**src/dpt_pkg.sv**
```systemverilog
`timescale 1ns / 1ps
`default_nettype none
// ----------------------------------------------------------------------------
// dpt_pkg: shared types and constants of the demand paging translator
// Sizes of the virtual and physical spaces, request kinds, result codes and
// the control state encoding.
// ----------------------------------------------------------------------------
package dpt_pkg;

  localparam int unsigned PAGE_BYTES  = 4096;
  localparam int unsigned FRAME_COUNT = 16;
  localparam int unsigned PAGE_COUNT  = 32;

  // field widths of the transaction payloads
  localparam int REQ_W  = 2;
  localparam int VA_W   = 20;
  localparam int ST_W   = 3;
  localparam int PA_W   = 16;
  localparam int FIDX_W = 4;

  localparam int OFFSET_W = $clog2(PAGE_BYTES);
  localparam int FRAME_W  = $clog2(FRAME_COUNT);
  localparam int PAGE_W   = $clog2(PAGE_COUNT);
  localparam int PN_W     = VA_W - OFFSET_W;

  typedef enum logic [REQ_W-1:0] {
    REQ_ACCESS    = 2'd0,
    REQ_TRANSLATE = 2'd1,
    REQ_RELEASE   = 2'd2,
    REQ_RESERVED  = 2'd3
  } req_kind_t;

  typedef enum logic [ST_W-1:0] {
    ST_HIT           = 3'd0,
    ST_ALLOC         = 3'd1,
    ST_FAULT         = 3'd2,
    ST_FULL          = 3'd3,
    ST_RANGE         = 3'd4,
    ST_FREED         = 3'd5,
    ST_FREE_UNMAPPED = 3'd6
  } status_t;

  typedef enum logic {
    S_IDLE,
    S_LOOK
  } state_t;

endpackage
`default_nettype wire

```
**src/dpt_req_if.sv**
```systemverilog
`timescale 1ns / 1ps
`default_nettype none
// ----------------------------------------------------------------------------
// dpt_req_if: request channel
// Valid/ready channel carrying the request kind and the virtual address.
// ----------------------------------------------------------------------------
interface dpt_req_if import dpt_pkg::*; ();
  logic             valid;
  logic             ready;
  logic [REQ_W-1:0] req_type;
  logic [VA_W-1:0]  virtual_address;

  modport source (output valid, output req_type, output virtual_address, input ready);
  modport sink (input valid, input req_type, input virtual_address, output ready);
endinterface
`default_nettype wire

```
**src/dpt_rsp_if.sv**
```systemverilog
`timescale 1ns / 1ps
`default_nettype none
// ----------------------------------------------------------------------------
// dpt_rsp_if: response channel
// Valid/ready channel carrying the status, physical address and frame.
// ----------------------------------------------------------------------------
interface dpt_rsp_if import dpt_pkg::*; ();
  logic              valid;
  logic              ready;
  logic [ST_W-1:0]   status;
  logic [PA_W-1:0]   physical_address;
  logic [FIDX_W-1:0] frame_index;

  modport source (output valid, output status, output physical_address,
                  output frame_index, input ready);
  modport sink (input valid, input status, input physical_address,
                input frame_index, output ready);
endinterface
`default_nettype wire

```
**src/demand_paging_translator.sv**
```systemverilog
`timescale 1ns / 1ps
`default_nettype none
// ----------------------------------------------------------------------------
// demand_paging_translator: single-level page table with demand allocation
// Translates virtual addresses through a page table held in a synchronous
// memory; unmapped pages get the lowest-numbered free frame on an access.
// ----------------------------------------------------------------------------
// Usage:
//   req  : request transactions (req_type, virtual_address), valid/ready.
//   rsp  : one response transaction per request (status, physical_address,
//          frame_index), valid/ready.
//   At the accept edge the request is captured and the page table read is
//   issued; in the lookup state the registered frame number decides the
//   outcome, and the commit writes back the table and frame map and loads
//   the output register. A new request is not accepted while the lookup of
//   the last one is pending. rsp.valid comes from the output register and
//   is set at the commit.
//   Reset (rst, synchronous) marks every page unmapped and every frame free
//   at once through per-page valid flops; no clearing pass is needed.
//   When the receiver stalls, the pending response holds in the output
//   register; the next request is still accepted and read, and it waits in
//   the lookup state until the output register is free.
// ----------------------------------------------------------------------------
module demand_paging_translator import dpt_pkg::*; (
  input  wire logic  clk,
  input  wire logic  rst,
  dpt_req_if.sink    req,
  dpt_rsp_if.source  rsp
);

  state_t state, state_next;

  // request held during the lookup
  logic [REQ_W-1:0]    kind_q;
  logic [OFFSET_W-1:0] offset_q;
  logic [PAGE_W-1:0]   page_q;
  logic                range_ok_q;

  // page table: frame numbers in memory, valid bits in flops
  logic [FRAME_W-1:0]    frame_mem [PAGE_COUNT];
  logic [FRAME_W-1:0]    rd_frame;
  logic [PAGE_COUNT-1:0] page_valid;
  logic [FRAME_COUNT-1:0] frame_busy;

  // output register
  logic              out_valid;
  logic [ST_W-1:0]   out_status;
  logic [PA_W-1:0]   out_pa;
  logic [FIDX_W-1:0] out_fr;

  logic [PN_W-1:0]     in_page_field;
  logic [31:0]         in_page_ext;
  logic                in_range_ok;
  logic                req_fire;
  logic                commit;
  logic                free_found;
  logic [FRAME_W-1:0]  free_idx;
  logic [FRAME_W-1:0]  use_frame;
  logic                do_alloc;
  logic                do_release;
  status_t             res_status;
  logic                res_xlate;

  assign in_page_field = req.virtual_address[VA_W-1:OFFSET_W];
  assign in_page_ext   = {{(32-PN_W){1'b0}}, in_page_field};
  assign in_range_ok   = in_page_ext < PAGE_COUNT;

  assign req.ready = (state == S_IDLE);
  assign req_fire  = req.valid && req.ready;
  assign commit    = (state == S_LOOK) && (!out_valid || rsp.ready);

  always_ff @(posedge clk) begin
    if (rst) begin
      state <= S_IDLE;
    end else begin
      state <= state_next;
    end
  end

  always_comb begin
    state_next = state;
    case (state)
      S_IDLE: begin
        if (req_fire) state_next = S_LOOK;
      end
      S_LOOK: begin
        if (commit) state_next = S_IDLE;
      end
      default: state_next = S_IDLE;
    endcase
  end

  // capture the request and issue the table read
  always_ff @(posedge clk) begin
    if (req_fire) begin
      kind_q     <= req.req_type;
      offset_q   <= req.virtual_address[OFFSET_W-1:0];
      page_q     <= in_page_field[PAGE_W-1:0];
      range_ok_q <= in_range_ok;
      rd_frame   <= frame_mem[in_page_field[PAGE_W-1:0]];
    end
  end

  // lowest free frame
  always_comb begin
    free_found = 1'b0;
    free_idx   = '0;
    for (int i = FRAME_COUNT - 1; i >= 0; i--) begin
      if (!frame_busy[i]) begin
        free_found = 1'b1;
        free_idx   = FRAME_W'(i);
      end
    end
  end

  always_comb begin
    do_alloc   = 1'b0;
    do_release = 1'b0;
    res_xlate  = 1'b0;
    use_frame  = rd_frame;
    res_status = ST_RANGE;
    if (!range_ok_q) begin
      res_status = ST_RANGE;
    end else if (kind_q == REQ_RELEASE) begin
      if (page_valid[page_q]) begin
        res_status = ST_FREED;
        do_release = 1'b1;
      end else begin
        res_status = ST_FREE_UNMAPPED;
      end
    end else if (page_valid[page_q]) begin
      res_status = ST_HIT;
      res_xlate  = 1'b1;
    end else if (kind_q != REQ_ACCESS) begin
      res_status = ST_FAULT;
    end else if (free_found) begin
      res_status = ST_ALLOC;
      res_xlate  = 1'b1;
      do_alloc   = 1'b1;
      use_frame  = free_idx;
    end else begin
      res_status = ST_FULL;
    end
  end

  // table and frame map write back
  always_ff @(posedge clk) begin
    if (commit && do_alloc) begin
      frame_mem[page_q] <= free_idx;
    end
  end

  always_ff @(posedge clk) begin
    if (rst) begin
      page_valid <= '0;
      frame_busy <= '0;
    end else if (commit) begin
      if (do_alloc) begin
        page_valid[page_q]   <= 1'b1;
        frame_busy[free_idx] <= 1'b1;
      end else if (do_release) begin
        page_valid[page_q]   <= 1'b0;
        frame_busy[rd_frame] <= 1'b0;
      end
    end
  end

  // output register
  always_ff @(posedge clk) begin
    if (rst) begin
      out_valid <= 1'b0;
    end else if (commit) begin
      out_valid <= 1'b1;
    end else if (rsp.ready) begin
      out_valid <= 1'b0;
    end
  end

  always_ff @(posedge clk) begin
    if (commit) begin
      out_status <= res_status;
      out_pa     <= res_xlate ? PA_W'({use_frame, offset_q}) : '0;
      out_fr     <= (res_xlate || do_release) ? FIDX_W'(use_frame) : '0;
    end
  end

  assign rsp.valid            = out_valid;
  assign rsp.status           = out_status;
  assign rsp.physical_address = out_pa;
  assign rsp.frame_index      = out_fr;

  // every mapped page owns exactly one busy frame
  a_map_balance: assert property (@(posedge clk) disable iff (rst)
    $countones(page_valid) == $countones(frame_busy))
    else $error("mapped page count differs from busy frame count");

  a_alloc_grows: assert property (@(posedge clk) disable iff (rst)
    commit && do_alloc |=> $countones(frame_busy) == $past($countones(frame_busy)) + 1)
    else $error("allocation did not take a frame");

  a_release_shrinks: assert property (@(posedge clk) disable iff (rst)
    commit && do_release |=> $countones(frame_busy) == $past($countones(frame_busy)) - 1)
    else $error("release did not free a frame");

  a_lookup_follows: assert property (@(posedge clk) disable iff (rst)
    req_fire |=> state == S_LOOK)
    else $error("accepted transaction did not enter lookup");

  a_no_xlate_zero: assert property (@(posedge clk) disable iff (rst)
    out_valid && out_status != ST_HIT && out_status != ST_ALLOC |-> out_pa == '0)
    else $error("physical address set without a translation");

endmodule
`default_nettype wire

```
**src/flat_wrapper.sv**
```systemverilog
// flat-port wrapper written by rule: the top's interface ports become plain ports
module demand_paging_translator_flat import dpt_pkg::*;
  (clk, rst, req_valid, req_req_type, req_virtual_address, req_ready, rsp_valid, rsp_status, rsp_physical_address, rsp_frame_index, rsp_ready);
  dpt_req_if req_i ();
  dpt_rsp_if rsp_i ();
  input  wire logic clk;
  input  wire logic rst;
  input wire logic [$bits(req_i.valid)-1:0] req_valid;
  input wire logic [$bits(req_i.req_type)-1:0] req_req_type;
  input wire logic [$bits(req_i.virtual_address)-1:0] req_virtual_address;
  output wire logic [$bits(req_i.ready)-1:0] req_ready;
  output wire logic [$bits(rsp_i.valid)-1:0] rsp_valid;
  output wire logic [$bits(rsp_i.status)-1:0] rsp_status;
  output wire logic [$bits(rsp_i.physical_address)-1:0] rsp_physical_address;
  output wire logic [$bits(rsp_i.frame_index)-1:0] rsp_frame_index;
  input wire logic [$bits(rsp_i.ready)-1:0] rsp_ready;
  assign req_i.valid = req_valid;
  assign req_i.req_type = req_req_type;
  assign req_i.virtual_address = req_virtual_address;
  assign req_ready = req_i.ready;
  assign rsp_valid = rsp_i.valid;
  assign rsp_status = rsp_i.status;
  assign rsp_physical_address = rsp_i.physical_address;
  assign rsp_frame_index = rsp_i.frame_index;
  assign rsp_i.ready = rsp_ready;
  demand_paging_translator u_core (.clk(clk), .rst(rst), .req(req_i), .rsp(rsp_i));
endmodule
```
**config.mk**
```make
export PLATFORM = sky130hd
export DESIGN_NAME = demand_paging_translator_flat
export DESIGN_NICKNAME = d
export VERILOG_FILES = /design/src/dpt_pkg.sv /design/src/dpt_req_if.sv /design/src/dpt_rsp_if.sv /design/src/demand_paging_translator.sv /design/src/flat_wrapper.sv
export SDC_FILE = /design/constraint.sdc
export NUM_CORES = 1
export LEC_CHECK = 0
export ABC_AREA = 1
export BUFFER_PORTS_ARGS = -buffer_cell sky130_fd_sc_hd__buf_2
export CORE_ASPECT_RATIO = 1.75
export CORE_MARGIN = 2
export CORE_UTILIZATION = 40
export CTS_BUF_LIST = sky130_fd_sc_hd__clkbuf_16
export CTS_CLUSTER_DIAMETER = 80
export DETAILED_ROUTE_END_ITERATION = 10
export RECOVER_POWER = 50
export SLEW_MARGIN = 20
export SYNTH_ARGS = -nofsm -noshare
export SYNTH_HDL_FRONTEND = slang
export SYNTH_SLANG_ARGS = --single-unit
```
**constraint.sdc**
```tcl
create_clock -name clk -period 2.9 [get_ports clk]
set_input_delay 0.58 -clock clk [delete_from_list [all_inputs] [get_ports clk]]
set_output_delay 0.58 -clock clk [all_outputs]
set_load 0.005 [all_outputs]
```
==> summary.txt, run 1 <==
Clock tree
  • Post-CTS Setup Inserts: 0
  • CTS Buf Count: 21
  • CTS H-Tree Depth: 1
  • Clk sinks: 225
  • Clock latency on the worst-skew pair: ~500 ps
  • Root buffer cell: clkbuf_16
  • Post-CTS Hold Fix Bufs: 0
  • Clk pin slew, worst setup/hold paths: 60 ps
  • Worst-case clock buffer depth: 3
  • CTS tree: yes
  • Resize count post-CTS: 0

Critical path
  • CP Data Arrival Time: 2990 ps
  • Worst reg2reg setup slack: 300 ps
  • Critical Path RT: 3290 ps
  • Crit-path max FO: 14
  • Worst Setup Start Kind: flip-flop
  • Reg2reg end: u_core.frame_busy[5]
  • Worst Setup Path Type: flip-flop to flip-flop
  • Crit path capture type: flip-flop
  • Critical Path Source: u_core.frame_busy[12]
  • R2r startpoint: u_core.frame_busy[12]
  • Reg2Reg Depth: 12

Floorplan
  • Die area: 25300 um2
  • Die width: 121 um
  • Core footprint: 23800 um2
  • Die Height: 209 um
  • Row count: 75
  • Effective utilization at floorplan: 40.3%
  • IO Pins: 51

STA
  • RSZ-0062 raised after global routing: no
  • Fmax achieved: 385 MHz
  • Hold Fails Final Rpt: 0
  • Tmin final: approximately 2600 ps
  • Worst slew pin tran: 1610 ps
  • Setup TNS: 0 ps
  • Worst relative slew slack: -7.27%
  • Fin crit share: 89.6%
  • Final setup violation count: 0
  • Slew Viols, Final: 30
  • Clock skew: 8.96 ps

Global routing
  • Overflow left after global routing: 0
  • Initial antenna violation count: 0
  • Largest net degree at the start of global routing: 39
  • All-layer global routing usage: 18.9%
  • First-pass GRT wire length: 36900 um
  • Vias in the first global route: 7024

Yosys
  • Adder-cell area share of the yosys netlist: 0%
  • Ys Warns: 0
  • Synth Register Bits: 225
  • Largest family of logic cells by synthesized area: simple AND/OR/NAND/NOR gates
  • Ys async rst share: 0%
  • Syn Inst Count: 944
  • Post-Synth XOR/XNOR Area: 0%
  • Sequential fraction of the synthesis area: 65.1%
  • Synth area leader: edfxtp_1
  • Avg Inst Size Synth: 10.2 um2
  • Proportion of synthesized area in mux cells: 0%
  • Most used flip-flop cell after synthesis: edfxtp_1
  • Syn_nets: 970
  • Synth area leaders: edfxtp_1 (55%), dfxtp_1 (10%), nor2_1 (7.2%)
  • Synth Area in Simple Gates: 14.9%
  • Top cell type's share of synthesized area: a little over half
  • Post-synth EDFFs: 175
  • Netlist Area Pre-Place: 9620 um2
  • Synth cell types: 36
  • Compound-Gate Fraction of Synth Area: 13.1%

Final layout
  • Area added between synthesis and finish: 14.7%
  • Fill cells: 2232
  • Area of all placed cells without fillers: between 10000 and 15000 um2
  • Commonest cells after routing, fill and taps aside: nor2_1 (183), edfxtp_1 (175), inv_1 (131)
  • Core Util, Final: 46.3%
  • Commonest non-fill, non-tap cell in the layout: nor2_1
  • Final Net Count: between 1000 and 1500
  • Proportion of layout cells with a drive suffix above 1: 10.0%
  • Diodes inserted: 0

Power
  • Leak: 3.84 nW
  • Peak VDD IR: between 0.3 and 0.4 mV
  • Cell Pwr Density: between 600 and 700 nW/um2

Routing
  • Routed wire length: about 24000 um
  • Iter 0 DRT Violations: 449
  • Routed len/inst: 18.2 um
  • Vias/cell: 5.17
  • DR DRC count: 0
  • Post-route ant nets: 0
  • TritonRoute pass-1 iters: 5
  • Via count: 6861

Place
  • GPL Wtd Cong: 0.909
  • # port buffers: 50
  • Post-DP Area: roughly 10000 um2
  • Post-DP HPWL: roughly 17000 um

Hold path
  • Hold endpoint: u_core.offset_q[8]
  • Worst Hold Launch: req_virtual_address[8]
  • Min-delay worst type: input port to flip-flop
  • Hold depth: 1

Run
  • Max cap viols: 1

Run status
  • Run status: complete, but fails checks
  • Failing checks: max-capacitance violations, max-slew violations
how the worst max path moves through the flow:
stage,slack (ps),cells past startpoint,end
floorplan,300,12,u_core.frame_busy[9]
global placement,370,9,u_core.rd_frame[2]
detailed placement,320,10,u_core.frame_mem[1][0]
CTS,300,10,u_core.frame_mem[1][2]
global route,90,12,u_core.frame_busy[5]
finish,300,12,u_core.frame_busy[5]
final cells by class:
cell class	count	area [um2]	area share, %
Sequential cell	225	6260	56.7
Multi-Input combinational cell	549	2690	24.4
Clock buffer	21	526	4.76
Inverter	132	498	4.51
Timing Repair Buffer	77	415	3.77
Tap cell	308	385	3.49
Clock inverter	16	256	2.33
Yosys cell counts, types with 5 or more instances:
| library cell | instances |
|---|---|
| inv_1 | 129 |
| nand3_1 | 27 |
| edfxtp_1 | 175 |
| dfxtp_1 | 50 |
| nand2_1 | 86 |
| o21ai_0 | 118 |
| o221ai_1 | 24 |
| clkbuf_1 | 31 |
| nand4_1 | 12 |
| nor2_1 | 184 |
| a31oi_1 | 5 |
| o22ai_1 | 8 |
| a22oi_1 | 5 |
| a21oi_1 | 49 |
worst max-delay path, stage by stage (launching register included):
cell	delay, ps
dfxtp_1	390
nand3_1	120
nand3_1	80
nand3_1	70
nand3_1	70
nand2_1	80
a31oi_1	240
clkbuf_1	620
inv_1	350
nand4_1	270
nor2_1	80
nor2_1	100
nor2_1	40
cells by family (layout without fill, tap and decap cells):
logic type | after synthesis | after routing
simple gates | 328 | 328
buf+inv | 170 | 246
compound gates | 221 | 221
flops | 225 | 225
per-layer routing:
metal	part of all wire (%)	vias to the layer above	global-route usage (%)
met2	56	190	37.7
met3	3.9	63	1.77
met4	4.7	0	8.76
met5	0	-	0
li1	-	3347	-
met1	36	3261	19.0
metrics by stage:
stage	worst slack, ps	cells	power [mW]	hold WS, ps
final	300	1328	6.99	263
after global placement	371	1291	3.95	462
after detailed placement	315	1291	3.95	468
after floorplan	295	944	3.79	449
after global routing	87.6	1328	7.19	252
after CTS	299	1328	7.03	252
power by group:
part	switching, mW	internal (mW)	total [mW]
Sequential	0.0213	3.49	3.52
Combinational	0.256	0.0993	0.355
Clock	1.17	1.95	3.12
Note: power is estimated with default switching activity, not from simulation.
==> run 2: changes to the inputs <==
- ABC_AREA: 1 -> default
- ABC_CLOCK_PERIOD_IN_PS: default -> 2900
==> summary.txt, run 2 <==
Global routing
  • Overflow left after global routing: 0
  • Vias in the first global route: 6357
  • Largest net degree at the start of global routing: between 40 and 50
  • All-layer global routing usage: 18.0%
  • Initial antenna violation count: 0
  • First-pass GRT wire length: 34500 um

Clock tree
  • Root buffer cell: clkbuf_16
  • CTS tree: yes
  • Worst-case clock buffer depth: 3
  • Clk pin slew, worst setup/hold paths: 60 ps
  • CTS Buf Count: 21
  • Clk sinks: approximately 230
  • CTS H-Tree Depth: 1
  • Clock latency on the worst-skew pair: 500 ps

Final layout
  • Final Net Count: 758
  • Diodes inserted: 0
  • Fill cells: ~2000
  • Commonest cells after routing, fill and taps aside: edfxtp_1 (175), o21ai_0 (67), nor2_1 (54)
  • Commonest non-fill, non-tap cell in the layout: edfxtp_1
  • Proportion of layout cells with a drive suffix above 1: about 24%
  • Area added between synthesis and finish: 14.9%

Routing
  • DR DRC count: 0
  • Post-route ant nets: 0
  • TritonRoute pass-1 iters: 5
  • Routed len/inst: about 21 um
  • Iter 0 DRT Violations: 600
  • Via count: 6036
  • Routed wire length: 22500 um
  • Vias/cell: about 5.7

Yosys
  • Synth Register Bits: about 230
  • Syn_nets: approximately 700
  • Proportion of synthesized area in mux cells: 12.2%
  • Synth area leader: edfxtp_1
  • Ys Warns: 0
  • Adder-cell area share of the yosys netlist: 0%
  • Top cells by count, synth: edfxtp_1 (175), nor2_1 (77), o21ai_0 (67)
  • Top-count cell post-synth: edfxtp_1
  • Avg Inst Size Synth: 14.1 um2
  • Netlist Area Pre-Place: roughly 9400 um2
  • Synth cell types: 49
  • Top cell type's share of synthesized area: 55.6%
  • Post-Synth XOR/XNOR Area: 0.0927%
  • Ys async rst share: 0%
  • Post-synth EDFFs: 175
  • Most used flip-flop cell after synthesis: edfxtp_1
  • Sequential fraction of the synthesis area: 66.2%
  • Largest family of logic cells by synthesized area: multiplexers
  • Synth Area in Simple Gates: around a tenth
  • Syn Inst Count: roughly 670
  • Synth area leaders: edfxtp_1 (56%), mux4_2 (11%), dfxtp_1 (11%)
  • Compound-Gate Fraction of Synth Area: 9.24%

Floorplan
  • Effective utilization at floorplan: 40.7%
  • Core footprint: 23200 um2
  • Row count: 74
  • IO Pins: 51
  • Die width: about 120 um
  • Die Height: 207 um
  • Die area: around 25000 um2

Critical path
  • CP Data Arrival Time: 3020 ps
  • Crit path capture type: flip-flop
  • Critical-path top delay cell: mux4_2
  • Worst Setup Start Kind: flip-flop
  • Crit-path max FO: 8
  • Critical Path RT: 3070 ps
  • Worst Setup Path Type: flip-flop to flip-flop
  • Max stage delay on crit path: 490 ps
  • Worst-path cell chain: buf_4 -> mux4_2 -> mux4_2 -> or2_1 -> nand2_2 -> nand2b_1 -> buf_4 -> nor2_1

Hold path
  • Min-delay worst type: input port to flip-flop

STA
  • Worst slew pin tran: 1660 ps
  • Final WS setup: 48.6 ps
  • Hold Fails Final Rpt: 0
  • Tmin final: 2850 ps
  • Fin crit share: between 90% and 100%
  • Setup TNS: 0 ps
  • Fmax achieved: 351 MHz
  • Final setup violation count: 0
  • Clock skew: 12.3 ps
  • Worst relative slew slack: -10.7%
  • Slew Viols, Final: 63
  • RSZ-0062 raised after global routing: yes

Power
  • Peak VDD IR: between 0.3 and 0.4 mV
  • Cell Pwr Density: 604 nW/um2
  • Leak: 3.03 nW

Run status
  • Run status: complete, but fails checks
  • Failing checks: max-capacitance violations, max-slew violations

Place
  • Pre-CTS setup slack: -126 ps
  • GPL Wtd Cong: around 0.96
  • # port buffers: 50
  • Post-DP HPWL: 15100 um

Run
  • Max cap viols: 2
## run 2: layout make-up
cell class	count	area, um2	share of cell area, %
clock buffer	21	526	4.84
clock inverter	17	160	1.47
inverter	12	45.0	0.415
multi-input combinational	390	3020	27.8
sequential	225	6260	57.6
tap	304	380	3.50
timing repair buffer	82	474	4.37
## run 2: layer usage
metal	GRT usage, %	part of all wire, %
met1	18.6	34
met3	2.45	5.3
met4	9.01	4.4
met2	34.5	56
met5	0	0
## run 2: per-stage QoR
step	cell area, um2	cells	hold WS (ps)	total power [mW]	util (%)
4_1_cts	10800	1048	233	6.61	46.6
6_report	10900	1051	250	6.56	46.7
3_5_place_dp	10100	1010	484	3.88	43.6
2_1_floorplan	9450	671	459	3.77	-
5_1_grt	10900	1051	235	6.77	46.7
3_3_place_gp	10100	1010	471	3.87	43.6
## run 2: path summary, 6_finish.rpt
path	start	to	slack (ps)	depth (start not counted)
worst max-delay path	u_core.page_q[1]	u_core.frame_mem[8][0]	50	8
worst min-delay path	req_virtual_address[8]	u_core.offset_q[8]	250	1
worst max register to register	u_core.page_q[1]	u_core.frame_mem[8][0]	50	8
worst min register to register	flip-flop	flip-flop	490	2
## run 2: cells by family after synthesis
group | after synthesis
compound gates | 153
simple gates | 182
mux | 54
buf+inv | 56
xor+xnor | 1
flops | 225
## run 2: repair_timing
action | CTS | global route
resized for setup | 10 | 19
setup endpoints to repair | 75 | 116
hold buffers | 0 | 0
setup buffers | 0 | 3
## run 2: report_power, final
part	switching (mW)	total, mW	internal (mW)	leakage, nW
Sequential	0.0312	3.53	3.50	1.75
Clock	1.16	2.75	1.59	0.329
Combinational	0.178	0.279	0.102	0.960
## run 2: worst max-delay path, delay by kind of cell (launching register included)
family                 cells  cell delay (ps)
AND/OR/NAND/NOR            4              780
flip-flops                 1              430
multiplexers               2              960
buffers and inverters      2              350
